`config.mk`:
```
export PLATFORM = sky130hd
export DESIGN_NAME = priority_ready_queue
export DESIGN_NICKNAME = d
export VERILOG_FILES = /design/src/prq_pkg.sv /design/src/prq_ctrl.sv /design/src/prq_dp.sv /design/src/priority_ready_queue.sv
export SDC_FILE = /design/constraint.sdc
export NUM_CORES = 2
export LEC_CHECK = 0
export ABC_CLOCK_PERIOD_IN_PS = 18300
export BUFFER_PORTS_ARGS = -buffer_cell sky130_fd_sc_hd__buf_4
export CORE_MARGIN = 2
export CORE_UTILIZATION = 30
export CTS_CLUSTER_DIAMETER = 50
export CTS_CLUSTER_SIZE = 25
export DETAILED_ROUTE_END_ITERATION = 16
export PLACE_DENSITY = 0.42
export SLEW_MARGIN = 20
export SYNTH_ARGS = -nofsm -noshare
export SYNTH_HDL_FRONTEND = slang
export SYNTH_SLANG_ARGS = --single-unit
```
`constraint.sdc`:
```
create_clock -name clock -period 18.3 [get_ports clock]
set_input_delay 3.66 -clock clock [delete_from_list [all_inputs] [get_ports clock]]
set_output_delay 3.66 -clock clock [all_outputs]
set_load 0.1 [all_outputs]
```
`src/prq_pkg.sv`:
```
// Shared constants, codes and controller/datapath interface types for the ready queue.
package prq_pkg;

   localparam int NUM_LEVELS  = 64;
   localparam int NUM_THREADS = 64;
   localparam int ID_W        = 6;
   localparam int LVL_W       = 6;
   localparam int GRP_SIZE    = 8;
   localparam int SUB_W       = 3;
   localparam int NUM_GRPS    = NUM_LEVELS / GRP_SIZE;
   localparam int GRP_W       = LVL_W - SUB_W;

   localparam logic [1:0] OP_PUSH = 2'd0;
   localparam logic [1:0] OP_POP  = 2'd1;
   localparam logic [1:0] OP_MOVE = 2'd2;

   localparam logic [1:0] ST_OK      = 2'd0;
   localparam logic [1:0] ST_EMPTY   = 2'd1;
   localparam logic [1:0] ST_ALREADY = 2'd2;
   localparam logic [1:0] ST_NOTQ    = 2'd3;

   typedef struct packed {
      logic       load;
      logic       find_grp;
      logic       find_lvl;
      logic       rd_thr;
      logic       rd_lvl;
      logic       lvl_sel_old;
      logic       t_from_head;
      logic       unlink;
      logic       append;
      logic       respond;
      logic [1:0] rsp_status;
      logic       rsp_zero;
      logic       rsp_lvl_old;
   } prq_cmd_type;

   typedef struct packed {
      logic [1:0] op;
      logic       queued;
      logic       bad_id;
      logic       any_ready;
   } prq_stat_type;

endpackage

```
`src/prq_ctrl.sv`:
```
// Sequencer for push, pop and move transactions of the ready queue.
module prq_ctrl
   import prq_pkg::*;
(
   input  logic         clock,
   input  logic         reset,
   input  logic         start,
   output logic         busy,
   input  prq_stat_type stat,
   output prq_cmd_type  cmd
);

   localparam logic [3:0] S_IDLE     = 4'd0;
   localparam logic [3:0] S_DECODE   = 4'd1;
   localparam logic [3:0] S_PUSH_DUP = 4'd2;
   localparam logic [3:0] S_FIND_LVL = 4'd3;
   localparam logic [3:0] S_POP_HEAD = 4'd4;
   localparam logic [3:0] S_POP_T    = 4'd5;
   localparam logic [3:0] S_UL_THR   = 4'd6;
   localparam logic [3:0] S_UL_LVL   = 4'd7;
   localparam logic [3:0] S_UL_WR    = 4'd8;
   localparam logic [3:0] S_MV_RD    = 4'd9;
   localparam logic [3:0] S_APPEND   = 4'd10;

   logic [3:0] state_ff, state_in;

   assign busy = (state_ff != S_IDLE);

   always_comb begin
      state_in = state_ff;
      cmd      = '0;
      case (state_ff)
         S_IDLE: begin
            if (start) begin
               cmd.load = 1'b1;
               state_in = S_DECODE;
            end
         end
         S_DECODE: begin
            case (stat.op)
               OP_PUSH: begin
                  if (stat.bad_id) begin
                     cmd.respond    = 1'b1;
                     cmd.rsp_status = ST_NOTQ;
                     state_in       = S_IDLE;
                  end else if (stat.queued) begin
                     cmd.rd_thr = 1'b1;
                     state_in   = S_PUSH_DUP;
                  end else begin
                     cmd.rd_lvl = 1'b1;
                     state_in   = S_APPEND;
                  end
               end
               OP_POP: begin
                  if (!stat.any_ready) begin
                     cmd.respond    = 1'b1;
                     cmd.rsp_status = ST_EMPTY;
                     cmd.rsp_zero   = 1'b1;
                     state_in       = S_IDLE;
                  end else begin
                     cmd.find_grp = 1'b1;
                     state_in     = S_FIND_LVL;
                  end
               end
               OP_MOVE: begin
                  if (stat.bad_id || !stat.queued) begin
                     cmd.respond    = 1'b1;
                     cmd.rsp_status = ST_NOTQ;
                     state_in       = S_IDLE;
                  end else begin
                     cmd.rd_thr = 1'b1;
                     state_in   = S_UL_LVL;
                  end
               end
               default: begin
                  cmd.respond    = 1'b1;
                  cmd.rsp_status = ST_OK;
                  cmd.rsp_zero   = 1'b1;
                  state_in       = S_IDLE;
               end
            endcase
         end
         S_PUSH_DUP: begin
            cmd.respond     = 1'b1;
            cmd.rsp_status  = ST_ALREADY;
            cmd.rsp_lvl_old = 1'b1;
            state_in        = S_IDLE;
         end
         S_FIND_LVL: begin
            cmd.find_lvl = 1'b1;
            state_in     = S_POP_HEAD;
         end
         S_POP_HEAD: begin
            cmd.rd_lvl = 1'b1;
            state_in   = S_POP_T;
         end
         S_POP_T: begin
            cmd.t_from_head = 1'b1;
            state_in        = S_UL_THR;
         end
         S_UL_THR: begin
            cmd.rd_thr = 1'b1;
            state_in   = S_UL_LVL;
         end
         S_UL_LVL: begin
            cmd.rd_lvl      = 1'b1;
            cmd.lvl_sel_old = 1'b1;
            state_in        = S_UL_WR;
         end
         S_UL_WR: begin
            cmd.unlink = 1'b1;
            if (stat.op == OP_POP) begin
               cmd.respond    = 1'b1;
               cmd.rsp_status = ST_OK;
               state_in       = S_IDLE;
            end else begin
               state_in = S_MV_RD;
            end
         end
         S_MV_RD: begin
            cmd.rd_lvl = 1'b1;
            state_in   = S_APPEND;
         end
         S_APPEND: begin
            cmd.append     = 1'b1;
            cmd.respond    = 1'b1;
            cmd.rsp_status = ST_OK;
            state_in       = S_IDLE;
         end
         default: begin
            state_in = S_IDLE;
         end
      endcase
   end

   always_ff @(posedge clock) begin
      if (reset) begin
         state_ff <= S_IDLE;
      end else begin
         state_ff <= state_in;
      end
   end

endmodule

```
`src/prq_dp.sv`:
```
// Link memories, queued flags, ready bitmap and result registers of the ready queue.
module prq_dp
   import prq_pkg::*;
(
   input  logic              clock,
   input  logic              reset,
   input  prq_cmd_type       cmd,
   output prq_stat_type      stat,
   input  logic [1:0]        req_op,
   input  logic [ID_W-1:0]   req_thread_id,
   input  logic [LVL_W-1:0]  req_priority_req,
   output logic              rsp_valid,
   output logic [ID_W-1:0]   rsp_result_id,
   output logic [LVL_W-1:0]  rsp_result_level,
   output logic [1:0]        rsp_status
);

   logic [ID_W-1:0]  next_mem  [NUM_THREADS];
   logic [ID_W-1:0]  prev_mem  [NUM_THREADS];
   logic [LVL_W-1:0] elev_mem  [NUM_THREADS];
   logic [ID_W-1:0]  head_mem  [NUM_LEVELS];
   logic [ID_W-1:0]  tail_mem  [NUM_LEVELS];

   logic [NUM_THREADS-1:0] queued_ff;
   logic [NUM_LEVELS-1:0]  nonempty_ff;

   logic [1:0]       op_ff;
   logic [ID_W-1:0]  t_ff;
   logic [LVL_W-1:0] lv_ff, lv_in;
   logic [GRP_W-1:0] grp_ff, grp_in;
   logic [SUB_W-1:0] sub_sel;
   logic [GRP_SIZE-1:0] grp_bits;

   logic [ID_W-1:0]  next_rd_ff, prev_rd_ff, head_rd_ff, tail_rd_ff;
   logic [LVL_W-1:0] elev_rd_ff;
   logic [LVL_W-1:0] lvl_ra;

   logic             next_we, prev_we, head_we, tail_we, elev_we;
   logic [ID_W-1:0]  next_wa, next_wd, prev_wa, prev_wd, head_wd, tail_wd;
   logic [LVL_W-1:0] head_wa, tail_wa;

   logic is_head, is_tail;

   logic             rsp_valid_ff;
   logic [ID_W-1:0]  rsp_id_ff;
   logic [LVL_W-1:0] rsp_lvl_ff;
   logic [1:0]       rsp_status_ff;

   assign stat.op        = op_ff;
   assign stat.queued    = queued_ff[t_ff];
   assign stat.bad_id    = ({1'b0, t_ff} >= (ID_W+1)'(NUM_THREADS));
   assign stat.any_ready = |nonempty_ff;

   // Saturate the requested level to the top level.
   always_comb begin
      if ({1'b0, req_priority_req} >= (LVL_W+1)'(NUM_LEVELS)) begin
         lv_in = LVL_W'(NUM_LEVELS - 1);
      end else begin
         lv_in = req_priority_req;
      end
   end

   // Highest ready group, then highest ready level inside it.
   always_comb begin
      grp_in = '0;
      for (int g = 0; g < NUM_GRPS; g++) begin
         if (|nonempty_ff[g*GRP_SIZE +: GRP_SIZE]) begin
            grp_in = GRP_W'(g);
         end
      end
   end

   always_comb begin
      grp_bits = nonempty_ff[grp_ff*GRP_SIZE +: GRP_SIZE];
      sub_sel  = '0;
      for (int b = 0; b < GRP_SIZE; b++) begin
         if (grp_bits[b]) begin
            sub_sel = SUB_W'(b);
         end
      end
   end

   always_ff @(posedge clock) begin
      if (cmd.load) begin
         op_ff <= req_op;
         t_ff  <= req_thread_id;
         lv_ff <= lv_in;
      end else begin
         if (cmd.t_from_head) begin
            t_ff <= head_rd_ff;
         end
         if (cmd.find_lvl) begin
            lv_ff <= {grp_ff, sub_sel};
         end
      end
      if (cmd.find_grp) begin
         grp_ff <= grp_in;
      end
   end

   assign lvl_ra  = cmd.lvl_sel_old ? elev_rd_ff : lv_ff;
   assign is_head = (head_rd_ff == t_ff);
   assign is_tail = (tail_rd_ff == t_ff);

   always_comb begin
      next_we = 1'b0; next_wa = next_rd_ff; next_wd = prev_rd_ff;
      prev_we = 1'b0; prev_wa = t_ff;       prev_wd = tail_rd_ff;
      head_we = 1'b0; head_wa = lv_ff;      head_wd = t_ff;
      tail_we = 1'b0; tail_wa = lv_ff;      tail_wd = t_ff;
      elev_we = 1'b0;
      if (cmd.unlink) begin
         head_wa = elev_rd_ff;
         tail_wa = elev_rd_ff;
         if (is_head && !is_tail) begin
            head_we = 1'b1;
            head_wd = next_rd_ff;
         end else if (is_tail && !is_head) begin
            tail_we = 1'b1;
            tail_wd = prev_rd_ff;
         end else if (!is_head && !is_tail) begin
            // Bridge the neighbors around the removed thread.
            next_we = 1'b1;
            next_wa = prev_rd_ff;
            next_wd = next_rd_ff;
            prev_we = 1'b1;
            prev_wa = next_rd_ff;
            prev_wd = prev_rd_ff;
         end
      end else if (cmd.append) begin
         tail_we = 1'b1;
         elev_we = 1'b1;
         if (nonempty_ff[lv_ff]) begin
            next_we = 1'b1;
            next_wa = tail_rd_ff;
            next_wd = t_ff;
            prev_we = 1'b1;
         end else begin
            head_we = 1'b1;
         end
      end
   end

   always_ff @(posedge clock) begin
      if (next_we) next_mem[next_wa] <= next_wd;
      if (prev_we) prev_mem[prev_wa] <= prev_wd;
      if (elev_we) elev_mem[t_ff] <= lv_ff;
      if (head_we) head_mem[head_wa] <= head_wd;
      if (tail_we) tail_mem[tail_wa] <= tail_wd;
      if (cmd.rd_thr) begin
         next_rd_ff <= next_mem[t_ff];
         prev_rd_ff <= prev_mem[t_ff];
         elev_rd_ff <= elev_mem[t_ff];
      end
      if (cmd.rd_lvl) begin
         head_rd_ff <= head_mem[lvl_ra];
         tail_rd_ff <= tail_mem[lvl_ra];
      end
   end

   always_ff @(posedge clock) begin
      if (reset) begin
         queued_ff   <= '0;
         nonempty_ff <= '0;
      end else if (cmd.unlink) begin
         queued_ff[t_ff] <= 1'b0;
         if (is_head && is_tail) begin
            nonempty_ff[elev_rd_ff] <= 1'b0;
         end
      end else if (cmd.append) begin
         queued_ff[t_ff]    <= 1'b1;
         nonempty_ff[lv_ff] <= 1'b1;
      end
   end

   always_ff @(posedge clock) begin
      if (reset) begin
         rsp_valid_ff <= 1'b0;
      end else begin
         rsp_valid_ff <= cmd.respond;
      end
      if (cmd.respond) begin
         rsp_status_ff <= cmd.rsp_status;
         if (cmd.rsp_zero) begin
            rsp_id_ff  <= '0;
            rsp_lvl_ff <= '0;
         end else begin
            rsp_id_ff  <= t_ff;
            rsp_lvl_ff <= cmd.rsp_lvl_old ? elev_rd_ff : lv_ff;
         end
      end
   end

   assign rsp_valid        = rsp_valid_ff;
   assign rsp_result_id    = rsp_id_ff;
   assign rsp_result_level = rsp_lvl_ff;
   assign rsp_status       = rsp_status_ff;

endmodule

```
`src/priority_ready_queue.sv`:
```
// Multilevel priority FIFO ready queue: push, pop highest and move between levels.
//
// A transaction is taken when start is high and busy is low; its one result shows on
// the rsp_ ports for a single cycle with rsp_valid high, and the receiver cannot stall
// it. The sequencer handles one transaction at a time over single-ported link memories
// with registered reads, and takes no new request until the result of the last one is
// out. A pop finds the highest ready level in two steps: first the highest ready group
// of eight levels, then the highest ready level inside that group.
// No clearing pass is needed after reset.
module priority_ready_queue
   import prq_pkg::*;
(
   input  logic              clock,
   input  logic              reset,
   input  logic              start,
   output logic              busy,
   input  logic [1:0]        req_op,
   input  logic [ID_W-1:0]   req_thread_id,
   input  logic [LVL_W-1:0]  req_priority_req,
   output logic              rsp_valid,
   output logic [ID_W-1:0]   rsp_result_id,
   output logic [LVL_W-1:0]  rsp_result_level,
   output logic [1:0]        rsp_status
);

   prq_cmd_type  cmd;
   prq_stat_type stat;

   prq_ctrl u_ctrl (
      .clock (clock),
      .reset (reset),
      .start (start),
      .busy  (busy),
      .stat  (stat),
      .cmd   (cmd)
   );

   prq_dp u_dp (
      .clock            (clock),
      .reset            (reset),
      .cmd              (cmd),
      .stat             (stat),
      .req_op           (req_op),
      .req_thread_id    (req_thread_id),
      .req_priority_req (req_priority_req),
      .rsp_valid        (rsp_valid),
      .rsp_result_id    (rsp_result_id),
      .rsp_result_level (rsp_result_level),
      .rsp_status       (rsp_status)
   );

   a_rsp_when_idle: assert property (@(posedge clock) disable iff (reset)
      rsp_valid |-> !busy)
      else $error("result strobe while a transaction is in flight");

   a_accept_busy: assert property (@(posedge clock) disable iff (reset)
      (start && !busy) |=> busy)
      else $error("accepted transaction did not raise busy");

   a_empty_zero: assert property (@(posedge clock) disable iff (reset)
      (rsp_valid && rsp_status == ST_EMPTY) |-> (rsp_result_id == '0 && rsp_result_level == '0))
      else $error("empty pop reported a thread");

endmodule

```
* Word level (Yosys, flattened, before mapping)
Memory sizes are Yosys's and may differ from the RTL's. A register that Yosys moved wholly into a read port is not among the register bits. Index checks and enable logic that the tools add are counted.
Storage, ports and cells: register bits 164, memories 5, ROM bits 0, input port bits 17, bits in latches 0, logic and storage cells 189, output and inout port bits 16, RAM bits 1920
Cells by class: multiply operators 0, $lt $le $gt $ge 6, bitwise operators 6, reductions and logical operators 28, shift-type cells 1, $add $sub $neg 0, equality and inequality tests 16, div/mod/pow operators 0, multiplexer cells 114
Memories:
- u_dp.elev_mem | depth 64, bits a word 6, rd ports 1, clocked after memory_dff 1, write ports 1, RTL line prq_dp.sv:20 | logic [LVL_W-1:0] elev_mem [NUM_THREADS];
- u_dp.head_mem | depth 64, bits a word 6, rd ports 1, clocked after memory_dff 1, write ports 1, RTL line prq_dp.sv:21 | logic [ID_W-1:0] head_mem [NUM_LEVELS];
- u_dp.next_mem | depth 64, bits a word 6, rd ports 1, clocked after memory_dff 1, write ports 1, RTL line prq_dp.sv:18 | logic [ID_W-1:0] next_mem [NUM_THREADS];
- u_dp.prev_mem | depth 64, bits a word 6, rd ports 1, clocked after memory_dff 1, write ports 1, RTL line prq_dp.sv:19 | logic [ID_W-1:0] prev_mem [NUM_THREADS];
- u_dp.tail_mem | depth 64, bits a word 6, rd ports 1, clocked after memory_dff 1, write ports 1, RTL line prq_dp.sv:22 | logic [ID_W-1:0] tail_mem [NUM_LEVELS];
Operator list (count):
- 64-bit two-way mux | 5
- 6-bit two-way mux | 32
- 64-bit AND | 2
- 64-bit NOT | 2
- 64-bit OR | 2
- 64-bit OR reduction | 1
- 64-bit by 7-bit variable part select with 8-bit output | 1
- 8-bit OR reduction | 7
- 1-bit two-way mux | 47
- 4-bit case mux with 9 select lines | 1
- 32-bit OR reduction | 1
- 6-bit by 7-bit < comparator with 1-bit output, second input constant | 3
- 3-bit two-way mux | 7
- 1-bit demux with 6-bit select | 3
- 6-bit by 1-bit >= comparator with 1-bit output, second input constant | 3
- 4-bit by 3-bit == test with 1-bit output, second input constant | 4
- 4-bit two-way mux | 4
- 16-bit OR reduction | 1
- 2-bit two-way mux | 7
- 1-bit binary-select mux with 6-bit select | 2
- 4-bit == test, second input constant | 3
- 6-bit == test | 2
- 3-bit case mux with 4 select lines | 1
- 4-bit case mux with 3 select lines | 1
- 17 further kinds | 29

* Longest topological paths before layout
depth in word-level cells 10, gate-level depth with buffers 14, gate-level depth less buffers 8

* Hierarchy
From an unflattened synthesis, not the netlist that was laid out.
Second synthesis, totals: cells, all modules 4974, area, all modules 82519.1 um2
Modules (own cells, without submodules):
- prq_dp | seq. area each 62069.5 um2, area each 82016.2 um2, cells each 4899, times used 1
- prq_ctrl | seq. area each 80.1 um2, area each 503.0 um2, cells each 75, times used 1

* Least setup slack after synthesis
Ideal clock, no wire load.
path kind flip-flop to flip-flop, start point register u_dp.lv_ff[0], end point memory u_dp.next_mem[0][1] (data pin), data required time 17598 ps, cell stages (with the launch flop) 10, period minus slack after synthesis 5796 ps, arrival time 5094 ps, slack 12504 ps, path buffers 2, library setup time 702 ps, cell sequence edfxtp_1 buf_6 buf_6 mux2i_1 o22ai_1 o21ai_1 a211oi_1 a31o_2 o31a_1 o21ai_0
Between the ends: cells in the longest elaborated chain, start to end 5
Ends and longest elaborated chain:
- start: declaration | RTL line prq_dp.sv:29 | logic [LVL_W-1:0] lv_ff, lv_in;
- start signal: assignment | RTL line prq_dp.sv:87 | lv_ff <= lv_in;
- start signal: assignment | RTL line prq_dp.sv:93 | lv_ff <= {grp_ff, sub_sel};
- 1-bit binary-select mux with 6-bit select | RTL line prq_dp.sv:132 | if (nonempty_ff[lv_ff]) begin
- 1-bit two-way mux (implied by the code) | RTL line prq_dp.sv:132
- 6-bit two-way mux | RTL line prq_dp.sv:132
- 6-bit two-way mux | RTL line prq_dp.sv:129 | end else if (cmd.append) begin
- 6-bit two-way mux | RTL line prq_dp.sv:111 | if (cmd.unlink) begin
- net u_dp.next_wd[1] | RTL line prq_dp.sv:39 | logic [ID_W-1:0] next_wa, next_wd, prev_wa, prev_wd, head_wd, tail_wd;
- end: declaration | RTL line prq_dp.sv:18
The timed path passes the listed nets, and every way through them passes these cells. The select of a mux whose other input is x is not followed.

* Worst setup path after layout
start point register u_ctrl.state_ff[2], end point output port busy
Between the ends: cells in the longest elaborated chain, start to end 1
Ends and longest elaborated chain:
- start: declaration | RTL line prq_ctrl.sv:25 | logic [3:0] state_ff, state_in;
- start signal: assignment | RTL line prq_ctrl.sv:140 | state_ff <= state_in;
- 4-bit nonzero test | RTL line prq_ctrl.sv:27 | assign busy = (state_ff != S_IDLE);
- end: declaration | RTL line priority_ready_queue.sv:16 | output logic busy,
Every way passes these cells.

==> metrics.md <==
| Metric | Value |
|---|---|
| Status | `finished clean` |
| Pwr Total | `10.8 mW` |
| Fillers | `27,069` |
| Post-synthesis cell area | `83,900 µm²` |
| Placed cells | `9,426` |
| Drc violations | `0` |
| GRT Resource Usage Total | `18.9%` |
| First-pass GRT wire length | `394,000 µm` |
| Syn_nets | `5,942` |
| Layout cells sized above 1 | `11.4%` |
| CTS sink count | `2,114` |
| Post-Route WL | `276,000 µm` |
| Register area share after synthesis | `74.0%` |
| Die area | `284,000 µm²` |
| Post-synthesis compound-gate area fraction | `10.8%` |
| I/O pin count | `33` |
| Hold Crit Class | `reg -> reg` |
| Dominant synthesized flop cell | `edfxtp_1` |
| Max VDD drop | `0.0767 mV` |
| Gpl congestion | `0.813` |
| Initial Utilization | `30.1%` |
| Vias in the first global route | `51,761` |
| WL/cell | `28.2 µm` |
| CTS tree | `built` |
| Placeable Area | `279,000 µm²` |
| Synth Register Bits | `2,114` |
| Simple-Gate Fraction of Synth Area | `10.3%` |
| Actual slew at the worst max-slew pin | `1220 ps` |
| Syn avg cell area | `14.2 µm²` |
| Static leakage | `29.5 nW` |
| TritonCTS buffer count | `197` |
| Clock Path Buffers | `4` |
| Non-Filler Instances | `9,784` |
| Post-place setup slack | `12,700 ps` |
| IO buf count | `32` |
| Power Dens Cells | `113 nW/µm²` |
| GR Overflow Total | `0` |
| Setup TNS | `0 ps` |
| CP required | `14,640 ps` |
| Max-Cap Viols | `0` |
| Commonest non-fill, non-tap cell in the layout | `edfxtp_1` |
| Critical path class | `reg -> out` |
| CP Launch Type | `register` |
| Critical path's slowest cell | `dfxtp_1` |
| Worst R2R End | `u_dp.tail_rd_ff[2]$_DFFE_PP_` |
| Die Width | `533 µm` |
| Mux share of post-synthesis cell area | `2.51%` |
| FF-to-FF setup slack | `12,790 ps` |
| Achievable frequency | `0.172 GHz` |
| Root Buffer | `clkbuf_16` |
| Yosys warns | `0` |
| # Post-CTS Setup Buffers | `0` |
| Initial antenna violation count | `6` |
| Reg2reg start | `u_ctrl.state_ff[0]$_SDFFE_PP0P_` |
| Vias per cell | `5.33` |
| Crit-path max FO | `13` |
| Xor-xnor portion of the synthesized cell area | `0.136%` |
| Via count | `52,194` |
| Leading cell types in the layout, fill and taps excluded | `edfxtp_1, nand2_1, nor2_1` |
| Final instance area | `95,600 µm²` |
| Number of synthesized flops with an enable pin | `1,981` |
| Antenna-violating nets left | `0` |
| Period utilisation layout | `31.8%` |
| Cell count after synthesis | `5,925` |
| Largest net degree at the start of global routing | `147` |
| Cts hold-fix bufs | `0` |
| CP arrival | `2160 ps` |
| CP Cell Sequence | `nor2_1 > nand2_1 > buf_4` |
| Unrepaired setup endpoints after global routing | `false` |
| Final hold slack | `467 ps` |
| CTS H-Tree Depth | `4` |
| DRT Pass-1 Iters | `6` |
| Slew HR | `18.3%` |
| Die Y | `533 µm` |
| Final Hold Viols | `0` |
| Fin nets | `5,919` |
| CTS resizes | `0` |
| Synth cell types | `87` |
| Reg clk slew, reported paths | `70 ps` |
| Synthesized-area fraction occupied by adder cells | `0%` |
| Num rows | `194` |
| Layout Skew | `48.0 ps` |
| Final slew viol count | `0` |
| Worst setup EP type | `output port` |
| Final HPWL DP | `165,000 µm` |
| Fin worst setup slack | `12,480 ps` |
| Clock Latency Late Sink | `890 ps` |
| Initial DRC count | `5,155` |
| Reg2Reg Depth | `11` |
| Main combinational cell family by area after synthesis | `compound AO/OA/AOI/OAI gates` |
| Slowest Stage Delay on Critical Path | `720 ps` |
| Min Tclk post-route | `5820 ps` |
| Final count of negative-setup-slack endpoints | `0` |
| Post-layout util | `34.3%` |
| Cell Area, Placed | `88,800 µm²` |
| Area growth from synthesis to layout | `13.9%` |
| Hold depth | `1` |
| Asr flop ratio synth | `0%` |
worst max path at each step:
stage,from,endpoint,cells after the start
final,u_ctrl.state_ff[2]$_SDFFE_PP0P_,busy,3
after global routing,u_ctrl.state_ff[2]$_SDFFE_PP0P_,busy,3
after CTS,u_ctrl.state_ff[0]$_SDFFE_PP0P_,busy,3
after detailed placement,u_ctrl.state_ff[0]$_SDFFE_PP0P_,u_dp.tail_rd_ff[2]$_DFFE_PP_,11
after global placement,u_ctrl.state_ff[0]$_SDFFE_PP0P_,u_dp.tail_rd_ff[2]$_DFFE_PP_,11
after floorplan,u_dp.lv_ff[0]$_DFFE_PP_,u_dp.next_mem[0][1]$_DFFE_PP_,9
report_power, final:
part,switching [mW],internal [mW],total (mW)
clock,2.02,2.33,4.36
sequential,0.0179,5.35,5.37
combinational,0.826,0.261,1.09
total,2.86,7.94,10.8
critical path, delay by kind of cell (launching register included):
family / cells / cell delay [ps]
simple gates: 2 / 270
buf+inv: 1 / 310
flops: 1 / 720
synthesized netlist by cell type, types with 15 or more instances:
cell type	count	area share, %
a21oi_1	118	0.70
buf_2	102	0.61
a22oi_1	333	3.0
a31oi_1	163	1.2
a211oi_1	66	0.59
nand2b_1	27	0.20
buf_1	59	0.26
o21ai_0	98	0.58
a22o_1	102	1.1
nor2b_1	26	0.19
nand2_1	869	3.9
a32oi_1	43	0.45
mux2_2	44	0.59
edfxtp_1	1981	71
mux2i_1	106	1.3
o21a_1	15	0.13
nor4_1	44	0.33
a221o_1	15	0.18
a311oi_1	55	0.57
nor2_1	396	1.8
dfxtp_1	133	3.2
o22ai_1	15	0.11
and3_1	42	0.31
nor3_1	100	0.60
nand4_1	42	0.31
clkbuf_1	236	1.1
mux4_2	24	0.64
a221oi_1	121	1.3
nand3_1	348	2.1
registers in the layout, summed over array words and instances, names as in the netlist, named ones only:
signal                 count
u_ctrl.state_ff            4
u_dp.elev_mem            384
u_dp.elev_rd_ff            6
u_dp.grp_ff                3
u_dp.head_mem            384
u_dp.head_rd_ff            6
u_dp.lv_ff                 6
u_dp.next_mem            384
u_dp.next_rd_ff            6
u_dp.nonempty_ff          64
u_dp.op_ff                 2
u_dp.prev_mem            384
u_dp.prev_rd_ff            6
u_dp.rsp_result_id         6
u_dp.rsp_result_level      6
u_dp.rsp_status            2
u_dp.rsp_valid             1
u_dp.t_ff                  6
u_dp.tail_mem            384
u_dp.tail_rd_ff            6
final cells by class:
class / instances / area, µm² / area share, %
clock buffers: 218 / 5120 / 5.36
well taps: 3724 / 4660 / 4.88
clock inverters: 136 / 1610 / 1.68
diodes: 3 / 7.51 / 0.00785
inverters: 11 / 41.3 / 0.0432
flip-flops and latches: 2114 / 62100 / 65.0
repair buffers: 192 / 1520 / 1.59
multi-input cells: 3386 / 20500 / 21.4
cell families (layout without fill, tap and decap cells):
group	after synthesis	count (layout)
flip-flops	2114	2114
multiplexers	175	175
AND/OR/NAND/NOR	1963	1963
buffers and inverters	425	557
AO/OA/AOI/OAI	1235	1235
XOR/XNOR	13	13
other	0	3
layer usage:
layer	up-vias	track usage [%]	routed length, µm	part of all wire (%)
met5	-	0	0	0
met3	373	2.79	13800	5.0
met2	1518	30.4	130000	47
met4	0	4.36	6500	2.4
met1	27215	26.9	126000	46
li1	23088	-	-	-
Power figures use the tool's default switching activity.
